===== src/sv/asd_pkg.sv =====
// Shared constants and types of the accelerometer step detector.
package asd_pkg;

    localparam int MAG_W      = 16;
    localparam int COUNT_W    = 16;
    localparam int COOL_W     = 4;
    localparam int CFG_IDX_W  = 2;
    localparam int CFG_DATA_W = 16;

    // Configuration register indexes.
    localparam logic [CFG_IDX_W-1:0] CFG_RISE_THRESHOLD  = 2'd0;
    localparam logic [CFG_IDX_W-1:0] CFG_FALL_THRESHOLD  = 2'd1;
    localparam logic [CFG_IDX_W-1:0] CFG_COOLDOWN_LENGTH = 2'd2;

    // Reset values of the configuration registers (0.3 in Q12 for thresholds).
    localparam logic [CFG_DATA_W-1:0] RISE_RESET = 16'd1229;
    localparam logic [CFG_DATA_W-1:0] FALL_RESET = 16'd1229;
    localparam logic [COOL_W-1:0]     COOL_RESET = 4'd8;

    localparam logic [COUNT_W-1:0] COUNT_ONE = 16'd1;

    typedef enum logic [2:0] {
        ST_IDLE    = 3'b001,
        ST_BUSY    = 3'b010,
        ST_DELIVER = 3'b100
    } t_state;

    typedef enum logic [2:0] {
        MS_IDLE   = 3'b001,
        MS_SQUARE = 3'b010,
        MS_ROOT   = 3'b100
    } t_mag_state;

endpackage


===== src/sv/asd_in_if.sv =====
// Input channel of the step detector: one accelerometer sample per beat.
interface asd_in_if #(
    parameter int SAMPLE_WIDTH = 16
);
    logic                           valid;
    logic                           ready;
    logic signed [SAMPLE_WIDTH-1:0] acc_x;
    logic signed [SAMPLE_WIDTH-1:0] acc_y;
    logic signed [SAMPLE_WIDTH-1:0] acc_z;

    modport source (output valid, output acc_x, output acc_y, output acc_z, input ready);
    modport sink   (input valid, input acc_x, input acc_y, input acc_z, output ready);
endinterface


===== src/sv/asd_out_if.sv =====
// Output channel of the step detector: step count, step flag and magnitude per beat.
interface asd_out_if;
    logic                          valid;
    logic                          ready;
    logic [asd_pkg::COUNT_W-1:0]   steps_total;
    logic                          step_seen;
    logic [asd_pkg::MAG_W-1:0]     magnitude;

    modport source (output valid, output steps_total, output step_seen, output magnitude,
                    input ready);
    modport sink   (input valid, input steps_total, input step_seen, input magnitude,
                    output ready);
endinterface


===== src/sv/asd_mag_unit.sv =====
// Iterative magnitude unit: sum of squares on one multiplier, then a bit-serial square root.
module asd_mag_unit #(
    parameter int SAMPLE_WIDTH = 16
) (
    input  logic                           i_clk,
    input  logic                           i_rst_n,
    input  logic                           i_start,
    input  logic signed [SAMPLE_WIDTH-1:0] i_acc_x,
    input  logic signed [SAMPLE_WIDTH-1:0] i_acc_y,
    input  logic signed [SAMPLE_WIDTH-1:0] i_acc_z,
    output logic                           o_done,
    output logic [asd_pkg::MAG_W-1:0]      o_magnitude
);

    localparam int SQ_W  = 2 * SAMPLE_WIDTH;
    localparam int REM_W = SAMPLE_WIDTH + 2;
    localparam int CNT_W = $clog2(SAMPLE_WIDTH);
    localparam int MAG_W = asd_pkg::MAG_W;
    localparam logic [CNT_W-1:0] SQUARE_LAST = CNT_W'(3);
    localparam logic [CNT_W-1:0] ROOT_LAST   = CNT_W'(SAMPLE_WIDTH - 1);

    function automatic logic [SAMPLE_WIDTH-1:0] f_abs(input logic [SAMPLE_WIDTH-1:0] v);
        return v[SAMPLE_WIDTH-1] ? SAMPLE_WIDTH'(~v + 1'b1) : v;
    endfunction

    asd_pkg::t_mag_state r_state;
    logic                    r_done;
    logic [CNT_W-1:0]        r_cnt;
    logic [SAMPLE_WIDTH-1:0] r_op0;
    logic [SAMPLE_WIDTH-1:0] r_op1;
    logic [SAMPLE_WIDTH-1:0] r_op2;
    logic [SQ_W-1:0]         r_prod;
    logic [SQ_W-1:0]         r_rad;
    logic [REM_W-1:0]        r_rem;
    logic [SAMPLE_WIDTH-1:0] r_root;

    logic [REM_W-1:0]        w_rem_sh;
    logic [REM_W-1:0]        w_trial;
    logic                    w_fit;
    logic [REM_W-1:0]        n_rem;
    logic [SAMPLE_WIDTH-1:0] n_root;

    // One root bit per cycle: bring down the next two radicand bits and try 4*root+1.
    always_comb begin
        w_rem_sh = {r_rem[SAMPLE_WIDTH-1:0], r_rad[SQ_W-1 -: 2]};
        w_trial  = {r_root, 2'b01};
        w_fit    = (w_rem_sh >= w_trial);
        n_rem    = w_fit ? (w_rem_sh - w_trial) : w_rem_sh;
        n_root   = {r_root[SAMPLE_WIDTH-2:0], w_fit};
    end

    always_ff @(posedge i_clk) begin
        if (!i_rst_n) begin
            r_state <= asd_pkg::MS_IDLE;
            r_done  <= 1'b0;
            r_cnt   <= '0;
        end else begin
            r_done <= 1'b0;
            unique case (r_state)
                asd_pkg::MS_IDLE: begin
                    if (i_start) begin
                        r_op0   <= f_abs(i_acc_x);
                        r_op1   <= f_abs(i_acc_y);
                        r_op2   <= f_abs(i_acc_z);
                        r_prod  <= '0;
                        r_rad   <= '0;
                        r_cnt   <= '0;
                        r_state <= asd_pkg::MS_SQUARE;
                    end
                end
                asd_pkg::MS_SQUARE: begin
                    // The accumulate adds each product in the cycle after its multiply.
                    r_prod <= SQ_W'(r_op0) * SQ_W'(r_op0);
                    r_op0  <= r_op1;
                    r_op1  <= r_op2;
                    r_rad  <= r_rad + r_prod;
                    r_cnt  <= r_cnt + 1'b1;
                    if (r_cnt == SQUARE_LAST) begin
                        r_cnt   <= '0;
                        r_rem   <= '0;
                        r_root  <= '0;
                        r_state <= asd_pkg::MS_ROOT;
                    end
                end
                asd_pkg::MS_ROOT: begin
                    r_rad  <= r_rad << 2;
                    r_rem  <= n_rem;
                    r_root <= n_root;
                    r_cnt  <= r_cnt + 1'b1;
                    if (r_cnt == ROOT_LAST) begin
                        r_cnt   <= '0;
                        r_done  <= 1'b1;
                        r_state <= asd_pkg::MS_IDLE;
                    end
                end
                default: begin
                    r_state <= asd_pkg::MS_IDLE;
                end
            endcase
        end
    end

    assign o_done = r_done;

    // Wide samples can give a root above the output range; it saturates.
    generate
        if (SAMPLE_WIDTH > MAG_W) begin : g_sat
            assign o_magnitude = (|r_root[SAMPLE_WIDTH-1:MAG_W]) ? '1 : r_root[MAG_W-1:0];
        end else begin : g_ext
            assign o_magnitude = MAG_W'(r_root);
        end
    endgenerate

endmodule


===== src/sv/accel_step_detector_core.sv =====
// Top level of the accelerometer step detector: sequencing, step detection and ports.
//
// Each accepted sample (three signed Q12 axes) yields exactly one output beat holding the
// running step count, a flag for a step completed by this sample, and the Q12 magnitude
// floor(sqrt(x*x + y*y + z*z)), saturated at 65535. A sample occupies the block through an
// accept cycle, the squaring of its three axes on the shared multiplier, one square-root bit
// per cycle, a done cycle and a detection cycle that loads the output register. The input is
// not ready during that time; a finished beat waits in the output register while the next
// sample is taken, and the detection cycle holds until that register is free. Configuration
// writes are expected only while the block is idle; a write to an unused index is ignored.
module accel_step_detector_core #(
    parameter int SAMPLE_WIDTH = 16
) (
    input  logic                              i_clk,
    input  logic                              i_rst_n,
    asd_in_if.sink                            i_in,
    asd_out_if.source                         o_out,
    input  logic                              i_cfg_we,
    input  logic [asd_pkg::CFG_IDX_W-1:0]     i_cfg_idx,
    input  logic [asd_pkg::CFG_DATA_W-1:0]    i_cfg_data
);

    asd_pkg::t_state r_state;

    logic [asd_pkg::CFG_DATA_W-1:0] r_rise;
    logic [asd_pkg::CFG_DATA_W-1:0] r_fall;
    logic [asd_pkg::COOL_W-1:0]     r_cool_len;

    logic [asd_pkg::MAG_W-1:0]      r_prev;
    logic                           r_armed;
    logic [asd_pkg::COOL_W-1:0]     r_cool;
    logic [asd_pkg::COUNT_W-1:0]    r_steps;
    logic [asd_pkg::MAG_W-1:0]      r_mag;

    logic                           r_out_valid;
    logic [asd_pkg::COUNT_W-1:0]    r_out_steps;
    logic                           r_out_seen;
    logic [asd_pkg::MAG_W-1:0]      r_out_mag;

    logic                           w_accept;
    logic                           w_mag_done;
    logic [asd_pkg::MAG_W-1:0]      w_magnitude;
    logic                           w_rise;
    logic                           w_fall;
    logic                           w_cool_busy;
    logic                           w_step;
    logic                           w_load;
    logic [asd_pkg::COUNT_W-1:0]    n_steps;

    assign i_in.ready = (r_state == asd_pkg::ST_IDLE);
    assign w_accept   = i_in.valid && i_in.ready;

    asd_mag_unit #(
        .SAMPLE_WIDTH (SAMPLE_WIDTH)
    ) u_mag (
        .i_clk       (i_clk),
        .i_rst_n     (i_rst_n),
        .i_start     (w_accept),
        .i_acc_x     (i_in.acc_x),
        .i_acc_y     (i_in.acc_y),
        .i_acc_z     (i_in.acc_z),
        .o_done      (w_mag_done),
        .o_magnitude (w_magnitude)
    );

    // Thresholds are compared against the unsigned rise or fall, taken only in its direction.
    always_comb begin
        w_rise      = (r_mag > r_prev) && ((r_mag - r_prev) > r_rise);
        w_fall      = (r_prev > r_mag) && ((r_prev - r_mag) > r_fall);
        w_cool_busy = (r_cool != '0);
        w_step      = !w_cool_busy && r_armed && w_fall;
        w_load      = (r_state == asd_pkg::ST_DELIVER) && (!r_out_valid || o_out.ready);
        n_steps     = r_steps + asd_pkg::COUNT_ONE;
    end

    always_ff @(posedge i_clk) begin
        if (!i_rst_n) begin
            r_state     <= asd_pkg::ST_IDLE;
            r_rise      <= asd_pkg::RISE_RESET;
            r_fall      <= asd_pkg::FALL_RESET;
            r_cool_len  <= asd_pkg::COOL_RESET;
            r_prev      <= '0;
            r_armed     <= 1'b0;
            r_cool      <= '0;
            r_steps     <= '0;
            r_out_valid <= 1'b0;
        end else begin
            if (i_cfg_we) begin
                unique case (i_cfg_idx)
                    asd_pkg::CFG_RISE_THRESHOLD:  r_rise     <= i_cfg_data;
                    asd_pkg::CFG_FALL_THRESHOLD:  r_fall     <= i_cfg_data;
                    asd_pkg::CFG_COOLDOWN_LENGTH: r_cool_len <= i_cfg_data[asd_pkg::COOL_W-1:0];
                    default: begin
                    end
                endcase
            end

            if (w_load) begin
                r_out_valid <= 1'b1;
            end else if (o_out.ready) begin
                r_out_valid <= 1'b0;
            end

            unique case (r_state)
                asd_pkg::ST_IDLE: begin
                    if (w_accept) begin
                        r_state <= asd_pkg::ST_BUSY;
                    end
                end
                asd_pkg::ST_BUSY: begin
                    if (w_mag_done) begin
                        r_mag   <= w_magnitude;
                        r_state <= asd_pkg::ST_DELIVER;
                    end
                end
                asd_pkg::ST_DELIVER: begin
                    if (w_load) begin
                        r_prev      <= r_mag;
                        r_out_mag   <= r_mag;
                        r_out_seen  <= w_step;
                        r_out_steps <= w_step ? n_steps : r_steps;
                        if (w_cool_busy) begin
                            r_cool <= r_cool - 1'b1;
                        end else if (!r_armed && w_rise) begin
                            r_armed <= 1'b1;
                        end else if (w_step) begin
                            r_armed <= 1'b0;
                            r_steps <= n_steps;
                            r_cool  <= r_cool_len;
                        end
                        r_state <= asd_pkg::ST_IDLE;
                    end
                end
                default: begin
                    r_state <= asd_pkg::ST_IDLE;
                end
            endcase
        end
    end

    assign o_out.valid       = r_out_valid;
    assign o_out.steps_total = r_out_steps;
    assign o_out.step_seen   = r_out_seen;
    assign o_out.magnitude   = r_out_mag;

    a_accept_starts_work: assert property (@(posedge i_clk) disable iff (!i_rst_n)
        w_accept |=> (r_state == asd_pkg::ST_BUSY))
        else $error("accepted sample did not start the magnitude unit");

    a_done_only_when_busy: assert property (@(posedge i_clk) disable iff (!i_rst_n)
        w_mag_done |-> (r_state == asd_pkg::ST_BUSY))
        else $error("magnitude result arrived with no sample in flight");

    a_step_counts_one: assert property (@(posedge i_clk) disable iff (!i_rst_n)
        (w_load && w_step) |=> ((r_steps - $past(r_steps)) == asd_pkg::COUNT_ONE))
        else $error("a completed step did not advance the count by one");

    a_step_reloads_cooldown: assert property (@(posedge i_clk) disable iff (!i_rst_n)
        (w_load && w_step) |=> (r_cool == $past(r_cool_len) && !r_armed && r_out_seen))
        else $error("a completed step did not reload the cooldown");

endmodule


===== src/flat_wrapper.sv =====
// flat-port wrapper written by rule: the top's interface ports become plain ports
module accel_step_detector_core_flat 
#(
    parameter int SAMPLE_WIDTH = 16
)
  (i_clk, i_rst_n, i_cfg_we, i_cfg_idx, i_cfg_data, i_in_valid, i_in_acc_x, i_in_acc_y, i_in_acc_z, i_in_ready, o_out_valid, o_out_steps_total, o_out_step_seen, o_out_magnitude, o_out_ready);
  asd_in_if #(.SAMPLE_WIDTH(SAMPLE_WIDTH)) i_in_i ();
  asd_out_if o_out_i ();
  input  logic i_clk;
  input  logic i_rst_n;
  input  logic i_cfg_we;
  input  logic [asd_pkg::CFG_IDX_W-1:0] i_cfg_idx;
  input  logic [asd_pkg::CFG_DATA_W-1:0] i_cfg_data;
  input wire logic [$bits(i_in_i.valid)-1:0] i_in_valid;
  input wire logic [$bits(i_in_i.acc_x)-1:0] i_in_acc_x;
  input wire logic [$bits(i_in_i.acc_y)-1:0] i_in_acc_y;
  input wire logic [$bits(i_in_i.acc_z)-1:0] i_in_acc_z;
  output wire logic [$bits(i_in_i.ready)-1:0] i_in_ready;
  output wire logic [$bits(o_out_i.valid)-1:0] o_out_valid;
  output wire logic [$bits(o_out_i.steps_total)-1:0] o_out_steps_total;
  output wire logic [$bits(o_out_i.step_seen)-1:0] o_out_step_seen;
  output wire logic [$bits(o_out_i.magnitude)-1:0] o_out_magnitude;
  input wire logic [$bits(o_out_i.ready)-1:0] o_out_ready;
  assign i_in_i.valid = i_in_valid;
  assign i_in_i.acc_x = i_in_acc_x;
  assign i_in_i.acc_y = i_in_acc_y;
  assign i_in_i.acc_z = i_in_acc_z;
  assign i_in_ready = i_in_i.ready;
  assign o_out_valid = o_out_i.valid;
  assign o_out_steps_total = o_out_i.steps_total;
  assign o_out_step_seen = o_out_i.step_seen;
  assign o_out_magnitude = o_out_i.magnitude;
  assign o_out_i.ready = o_out_ready;
  accel_step_detector_core #(.SAMPLE_WIDTH(SAMPLE_WIDTH)) u_core (.i_clk(i_clk), .i_rst_n(i_rst_n), .i_in(i_in_i), .o_out(o_out_i), .i_cfg_we(i_cfg_we), .i_cfg_idx(i_cfg_idx), .i_cfg_data(i_cfg_data));
endmodule

===== config.mk =====
export PLATFORM = sky130hd
export DESIGN_NAME = accel_step_detector_core_flat
export DESIGN_NICKNAME = d
export VERILOG_FILES = /design/src/sv/asd_pkg.sv /design/src/sv/asd_in_if.sv /design/src/sv/asd_out_if.sv /design/src/sv/asd_mag_unit.sv /design/src/sv/accel_step_detector_core.sv /design/src/flat_wrapper.sv
export SDC_FILE = /design/constraint.sdc
export NUM_CORES = 1
export LEC_CHECK = 0
export BUFFER_PORTS_ARGS = -buffer_cell sky130_fd_sc_hd__buf_2
export CELL_PAD_IN_SITES_DETAIL_PLACEMENT = 0
export CELL_PAD_IN_SITES_GLOBAL_PLACEMENT = 1
export CORE_MARGIN = 4
export CORE_UTILIZATION = 30
export CTS_CLUSTER_SIZE = 16
export DETAILED_ROUTE_END_ITERATION = 8
export PLACE_DENSITY = 0.63
export SLEW_MARGIN = 20
export SYNTH_ARGS = -nofsm -noshare
export SYNTH_HDL_FRONTEND = slang
export SYNTH_SLANG_ARGS = --single-unit

===== constraint.sdc =====
create_clock -name i_clk -period 5.85 [get_ports i_clk]
set_input_delay 0.585 -clock i_clk [delete_from_list [all_inputs] [get_ports i_clk]]
set_output_delay 0.585 -clock i_clk [all_outputs]
set_load 0.03 [all_outputs]

==> results.yml, run 1 <==
worst_setup_path:
  cp-end-kind: "flop"
  startpoint: "u_core.u_mag.r_op0[10]"
  worstSetupPathType: "flop to flop"
  critPathMaxFanout: 5
  arrival_ps: 6180
  start_kind: "flop"
  reg2reg_to: "u_core.u_mag.r_prod[22]"
  reg2reg_from: "u_core.u_mag.r_op0[10]"
  crit_required_ps: 6110
  endpoint: "u_core.u_mag.r_prod[22]"
  ff2ff_setup_slack_ps: -60
  rr_worst_depth: 22
grt:
  gr-usage-all-layers: 0.135
  grt_max_degree: 71
  grt_antenna_before_repair: 0
  grt_pass1_wl_mm: 92.8
  grt_pass1_vias: 18400
  grt_overflow: 0
clock_network:
  cts_root_buf: "clkbuf_16"
  tritoncts: "done"
  clk-insertion-delay-late_ps: 560
  cts_buffer_depth: 3
  cts_made_buffers: 35
  cts_htree_levels: 2
  clkSinkCount: 277
  path_clk_slew_ps: 60
  ctsHoldBuffers: 0
outcome:
  status: "finished with violations"
  violations: "setup timing"
sta:
  tightest_slew_ps: 1050
  max_slew_margin: 0.298
  fin_ws_ps: -61.5
  timing.hold.ws_ps: 266
  rsz0062_at_grt: "true"
  period_needed_ps: 5910
  fin_crit_sh: 1.01
  setup-violations-final: 9
  fmax_mhz: 169
  skew_ps: 28.2
  drv_slew: 0
  final_hold_viol_count: 0
synth:
  syn_area_per_cell_um2: 9.26
  yosysMostFrequentCell: "inv_1"
  synth-edff-count: 192
  syn_area_um2: 23300
  yosys_warnings: 0
  ys_ff_latch: 277
  syn_nets: 2969
  ys.flop_type: "edfxtp_1"
  netlist_top_cells_count: "inv_1 (376), nand2_1 (315), ha_1 (218)"
  synthArstFlopShare: 0
  synth.distinct_cells: 72
  seq_area_frac_synth: 0.321
  synth.top_cell.area_share: 0.248
  synthCells: 2516
  synthTopCellsByArea: "edfxtp_1 (25%), fa_1 (14%), ha_1 (12%)"
  synth_area_leader_cell: "edfxtp_1"
drt:
  firstDrtPassIters: 5
  via_per_inst: 4.66
  drtIter0Drc: 670
  routed-via-count: 17500
  totalWireLength_mm: 55.9
  post_drt_wl_per_cell_um: 14.9
  drcViolationCount: 0
  ant_nets: 0
floorplan:
  coreArea_um2: 76500
  die_height_um: 287
  dieArea_um2: 82100
  row_count: 101
  start_util: 0.305
  fp.dieW_um: 287
  ios: 106
final_layout:
  fin_nets: 3153
  num-fill-cells: 7759
  multi_input_area_um2: 14400
  utilization: 0.358
  regArea_um2: 7470
  area_growth_pct: 17.6
  drive_above_1_share: 0.144
place:
  post-dp-hpwl_mm: 43.8
  port_buffers: 105
  finalWeightedCongestion: 0.842
power:
  peakVddDrop_mv: 0.624
  power.leakage_nw: 12.1
  p_per_area_nw_per_um2: 527
worst_hold_path:
  min_path_cells: 3
  hold_class: "input port to flop"
run:
  drv_cap: 0
[routing by layer]
layer  vias to the layer above  track usage  wire (um)
met1                      8344        0.171      25300
met4                         0       0.0415       1570
met2                       277        0.240      27200
met5                         -            0          0
li1                       8802            -          -
met3                        97       0.0182       1850
[flip-flops by register name, indices dropped and copies added, names as in the netlist, 3 cells and up]
signal / cells
u_core.u_mag.r_rad: 32
u_core.u_mag.r_prod: 31
u_core.o_out.magnitude: 16
u_core.o_out.steps_total: 16
u_core.r_fall: 16
u_core.r_mag: 16
u_core.r_prev: 16
u_core.r_rise: 16
u_core.r_steps: 16
u_core.u_mag.o_magnitude: 16
u_core.u_mag.r_op0: 16
u_core.u_mag.r_op1: 16
u_core.u_mag.r_op2: 16
u_core.u_mag.r_rem: 16
u_core.r_cool: 4
u_core.r_cool_len: 4
u_core.u_mag.r_cnt: 4
u_core.r_state: 3
u_core.u_mag.r_state: 3
[worst max-delay path, stage by stage (launching register included)]
cell      delay, ps
edfxtp_1        480
buf_6           170
and2_4          130
fa_1            550
inv_2            40
fa_1            490
inv_2            40
fa_1            500
inv_1            50
fa_1            470
inv_1            50
fa_1            490
inv_2            40
fa_1            540
inv_2            50
ha_4            230
a2111o_1        450
o221ai_4        250
buf_6           140
o21ba_4         190
o21ai_2          70
xnor2_1         180
nor2_1           60
[how the worst min path moves through the flow]
stage	start	to	slack, ps
after floorplan	u_core.u_mag.o_magnitude[0]	u_core.r_mag[0]	430
after global placement	u_core.u_mag.o_magnitude[7]	u_core.r_mag[7]	440
after detailed placement	u_core.u_mag.o_magnitude[13]	u_core.r_mag[13]	440
after CTS	i_cfg_data[6]	u_core.r_fall[6]	230
after global routing	i_cfg_data[4]	u_core.r_fall[4]	240
final	i_cfg_data[6]	u_core.r_fall[6]	270
[through the flow]
step / instance area (um^2) / worst slack, ps / setup TNS, ps / instances / total power, mW
2_1_floorplan: 23400 / -4.82 / -4.82 / 2516 / 8.03
3_3_place_gp: 25700 / -154 / -705 / 3666 / 10.6
3_5_place_dp: 25700 / -174 / -1540 / 3666 / 10.6
4_1_cts: 27100 / -6.68 / -13.3 / 3744 / 13.7
5_1_grt: 27400 / -288 / -3230 / 3757 / 15.8
6_report: 27400 / -61.5 / -292 / 3758 / 14.4
[cell families after synthesis]
group,Yosys count,share of synthesized area
adder cells (fa/ha/maj),382,0.258
XOR/XNOR,151,0.0568
buffers and inverters,469,0.0759
flip-flops,277,0.321
AO/OA/AOI/OAI,472,0.129
multiplexers,25,0.0108
AND/OR/NAND/NOR,740,0.149
[cell usage in the layout, fill, tap and decap left out, types with 9 or more instances in the layout]
cell and instances:
nand2_1 309, nand4_1 19, nand2b_1 18, mux2i_1 24
buf_4 114, o21bai_1 13, fa_1 157, o31ai_1 12
edfxtp_1 192, nand3_1 32, o21ai_0 117, ha_1 206
xor2_1 72, o21a_1 17, xnor2_1 79, buf_2 105
a21oi_1 124, nor2_1 154, nor3_1 25, o211ai_1 26
nor2b_1 17, clkbuf_16 35, dfxtp_1 85, and2_1 56
inv_1 366, buf_6 19, a21o_1 63, and3_1 14
or3_1 27, inv_2 12, a31oi_1 9
[final cells by class]
cell class	count	area share
Tap cell	1030	0.0471
Timing Repair Buffer	238	0.0583
Inverter	378	0.0518
Multi-Input combinational cell	1770	0.528
Clock inverter	27	0.0103
Antenna cell	1	0.0000914
Clock buffer	37	0.0323
Sequential cell	277	0.273
[report_power, final]
group          leakage (nW)  switching (mW)  total (mW)  internal [mW]
Clock                 0.576           0.914        2.21           1.30
Sequential             2.51          0.0378        2.21           2.17
Combinational          9.03            5.21        10.0           4.79
[timing repair]
item / CTS / global route
pin swaps: 32 / 38
resized for setup: 36 / 57
endpoints found under the hold margin: 0 / 0
endpoints found under the setup margin: 15 / 17
setup buffers: 14 / 15
Note: power is estimated with default switching activity, not from simulation.
==> run 2, diff against run 1 <==
- CORE_ASPECT_RATIO: default -> 0.75
- CORE_UTILIZATION: 30 -> 25
- PLACE_DENSITY: 0.63 -> default
- PLACE_DENSITY_LB_ADDON: default -> 0.1
==> run 2 against run 1 <==
Compared with the run above: core utilization down 5.6 points; largest power group unchanged; clock skew up 9.2 ps; the flow still finishes with violations (setup timing); final area up 1.5%.
==> results.yml, run 2 (same netlist as run 1, synthesis figures left out) <==
power:
  peakVddDrop_mv: 0.710
  finalPower_mw: 14.7
  power_switching_mw: 6.35
  seq_power_share: 0.151
  p_clk_frac: 0.154
  p_per_area_nw_per_um2: 528
  power.leakage_nw: 12.2
  swShare: 0.433
  internal-power_mw: 8.32
  p_comb_frac: 0.695
floorplan:
  fp.dieW_um: 360
  coreArea_um2: 91900
  dieArea_um2: 98100
  row_count: 96
  start_util: 0.253
  ios: 106
  die_height_um: 272
drt:
  post_drt_wl_per_cell_um: 16.6
  via_per_inst: 4.43
  ant_nets: 0
  drtIter0Drc: 952
  routed-via-count: 17600
  drcViolationCount: 0
  firstDrtPassIters: 5
  totalWireLength_mm: 65.8
worst_setup_path:
  critPathMaxFanout: 4
  crit_chain: "buf_6 -> buf_6 -> and2_4 -> fa_1 -> inv_2 -> fa_1 -> inv_1 -> fa_1 -> inv_1 -> fa_1 -> inv_2 -> fa_1 -> inv_2 -> fa_1 -> inv_2 -> ha_4 -> buf_4 -> a41oi_4 -> buf_6 -> o31a_1 -> o31ai_2 -> xnor2_1 -> nor2_1"
  worstSetupPathType: "flop to flop"
  critPathMaxStageDelay_ps: 530
  start_kind: "flop"
  arrival_ps: 6160
  crit_required_ps: 6130
  crit_top_cell: "fa_1"
  cp_slowest_cell: "fa_1"
  cp-end-kind: "flop"
final_layout:
  largest_registers: "u_core.u_mag.r_rad (32), u_core.u_mag.r_prod (31)"
  num-fill-cells: 9674
  final_cell_mix: "inv_1 (364), nand2_1 (308), ha_1 (208)"
  n_antenna_cell: 0
  finalInstanceArea_um2: 27800
  utilization: 0.302
  instances_no_fill: 3968
  final_common_cell: "inv_1"
  top_register: "u_core.u_mag.r_rad"
  largest_reg_flops: 32
  multi_input_area_um2: 14500
  regArea_um2: 7470
  drive_above_1_share: 0.151
  fin_nets: 3169
  area_growth_pct: 19.3
sta:
  tightest_slew_ps: 1010
  fin_tns_setup_ps: -137
  drv_slew: 0
  fin_crit_sh: 1.01
  setup-violations-final: 6
  rsz0062_at_grt: "true"
  max_slew_margin: 0.324
  period_needed_ps: 5880
  final_hold_viol_count: 0
  fmax_mhz: 170
  fin_ws_ps: -33.5
  timing.hold.ws_ps: 252
  skew_ps: 37.4
grt:
  grt_overflow: 0
  grt_pass1_vias: 18400
  gr-usage-all-layers: 0.134
  grt_antenna_before_repair: 1
  grt_pass1_wl_mm: 106
  grt_max_degree: 80
run:
  drv_cap: 0
place:
  pre_cts_ws_ps: -245
  finalWeightedCongestion: 0.776
  port_buffers: 105
  dp_cells: 3884
  place_area_um2: 26100
  post-dp-hpwl_mm: 51.5
worst_hold_path:
  hold_class: "input port to flop"
clock_network:
  cts_made_buffers: 37
  path_clk_slew_ps: 60
  cts_root_buf: "clkbuf_16"
  cts_htree_levels: 2
  clkSinkCount: 277
  clk-insertion-delay-late_ps: 580
  tritoncts: "done"
  cts_buffer_depth: 3
outcome:
  status: "finished with violations"
  violations: "setup timing"
## run 2: routing by layer
layer	part of all wire	GRT usage
met1	0.54	0.207
met2	0.41	0.197
met3	0.040	0.0214
met4	0.016	0.0270
met5	0	0
## run 2: layout make-up
cell class | count | area share
Clock buffer | 42 | 0.0355
Clock inverter | 24 | 0.00667
Inverter | 378 | 0.0511
Multi-Input combinational cell | 1770 | 0.521
Sequential cell | 277 | 0.269
Tap cell | 1225 | 0.0552
Timing Repair Buffer | 252 | 0.0621
## run 2: final timing paths
path / start / endpoint / slack (ps) / depth (start not counted)
setup / recovery: u_core.u_mag.r_op0[9] / u_core.u_mag.r_prod[27] / -30 / 23
hold / removal: i_cfg_data[11] / u_core.r_fall[11] / 250 / 3
setup reg to reg: u_core.u_mag.r_op0[9] / u_core.u_mag.r_prod[27] / -30 / 23
hold reg to reg: u_core.u_mag.o_magnitude[6] / u_core.r_mag[6] / 450 / 0
## run 2: timing repair
| action | 4_1_cts | 5_1_grt |
|---|---|---|
| pin swaps | 41 | 34 |
| gates resized for setup | 46 | 41 |
| setup endpoints to repair | 17 | 20 |
| hold buffers | 0 | 0 |
| setup buffers | 8 | 8 |
## run 2: critical path: cells and delay by family, from the launching register on
kind | cells | cell delay (ps)
buffers and inverters | 10 | 820
xor gates and xnor gates | 1 | 150
AOI/OAI and AO/OA | 3 | 680
DFF | 1 | 450
and+or+nand+nor | 2 | 190
adders and majority gates | 7 | 3300
## run 2: power by group through the flow
stage / logic [mW] / registers [mW] / clock network (mW)
global placement: 8.93 / 2.26 / 0
floorplan: 5.79 / 2.24 / 0
finish: 10.2 / 2.22 / 2.26
detailed placement: 8.85 / 2.26 / 0
global route: 11.5 / 2.22 / 2.45
CTS: 9.50 / 2.22 / 2.38
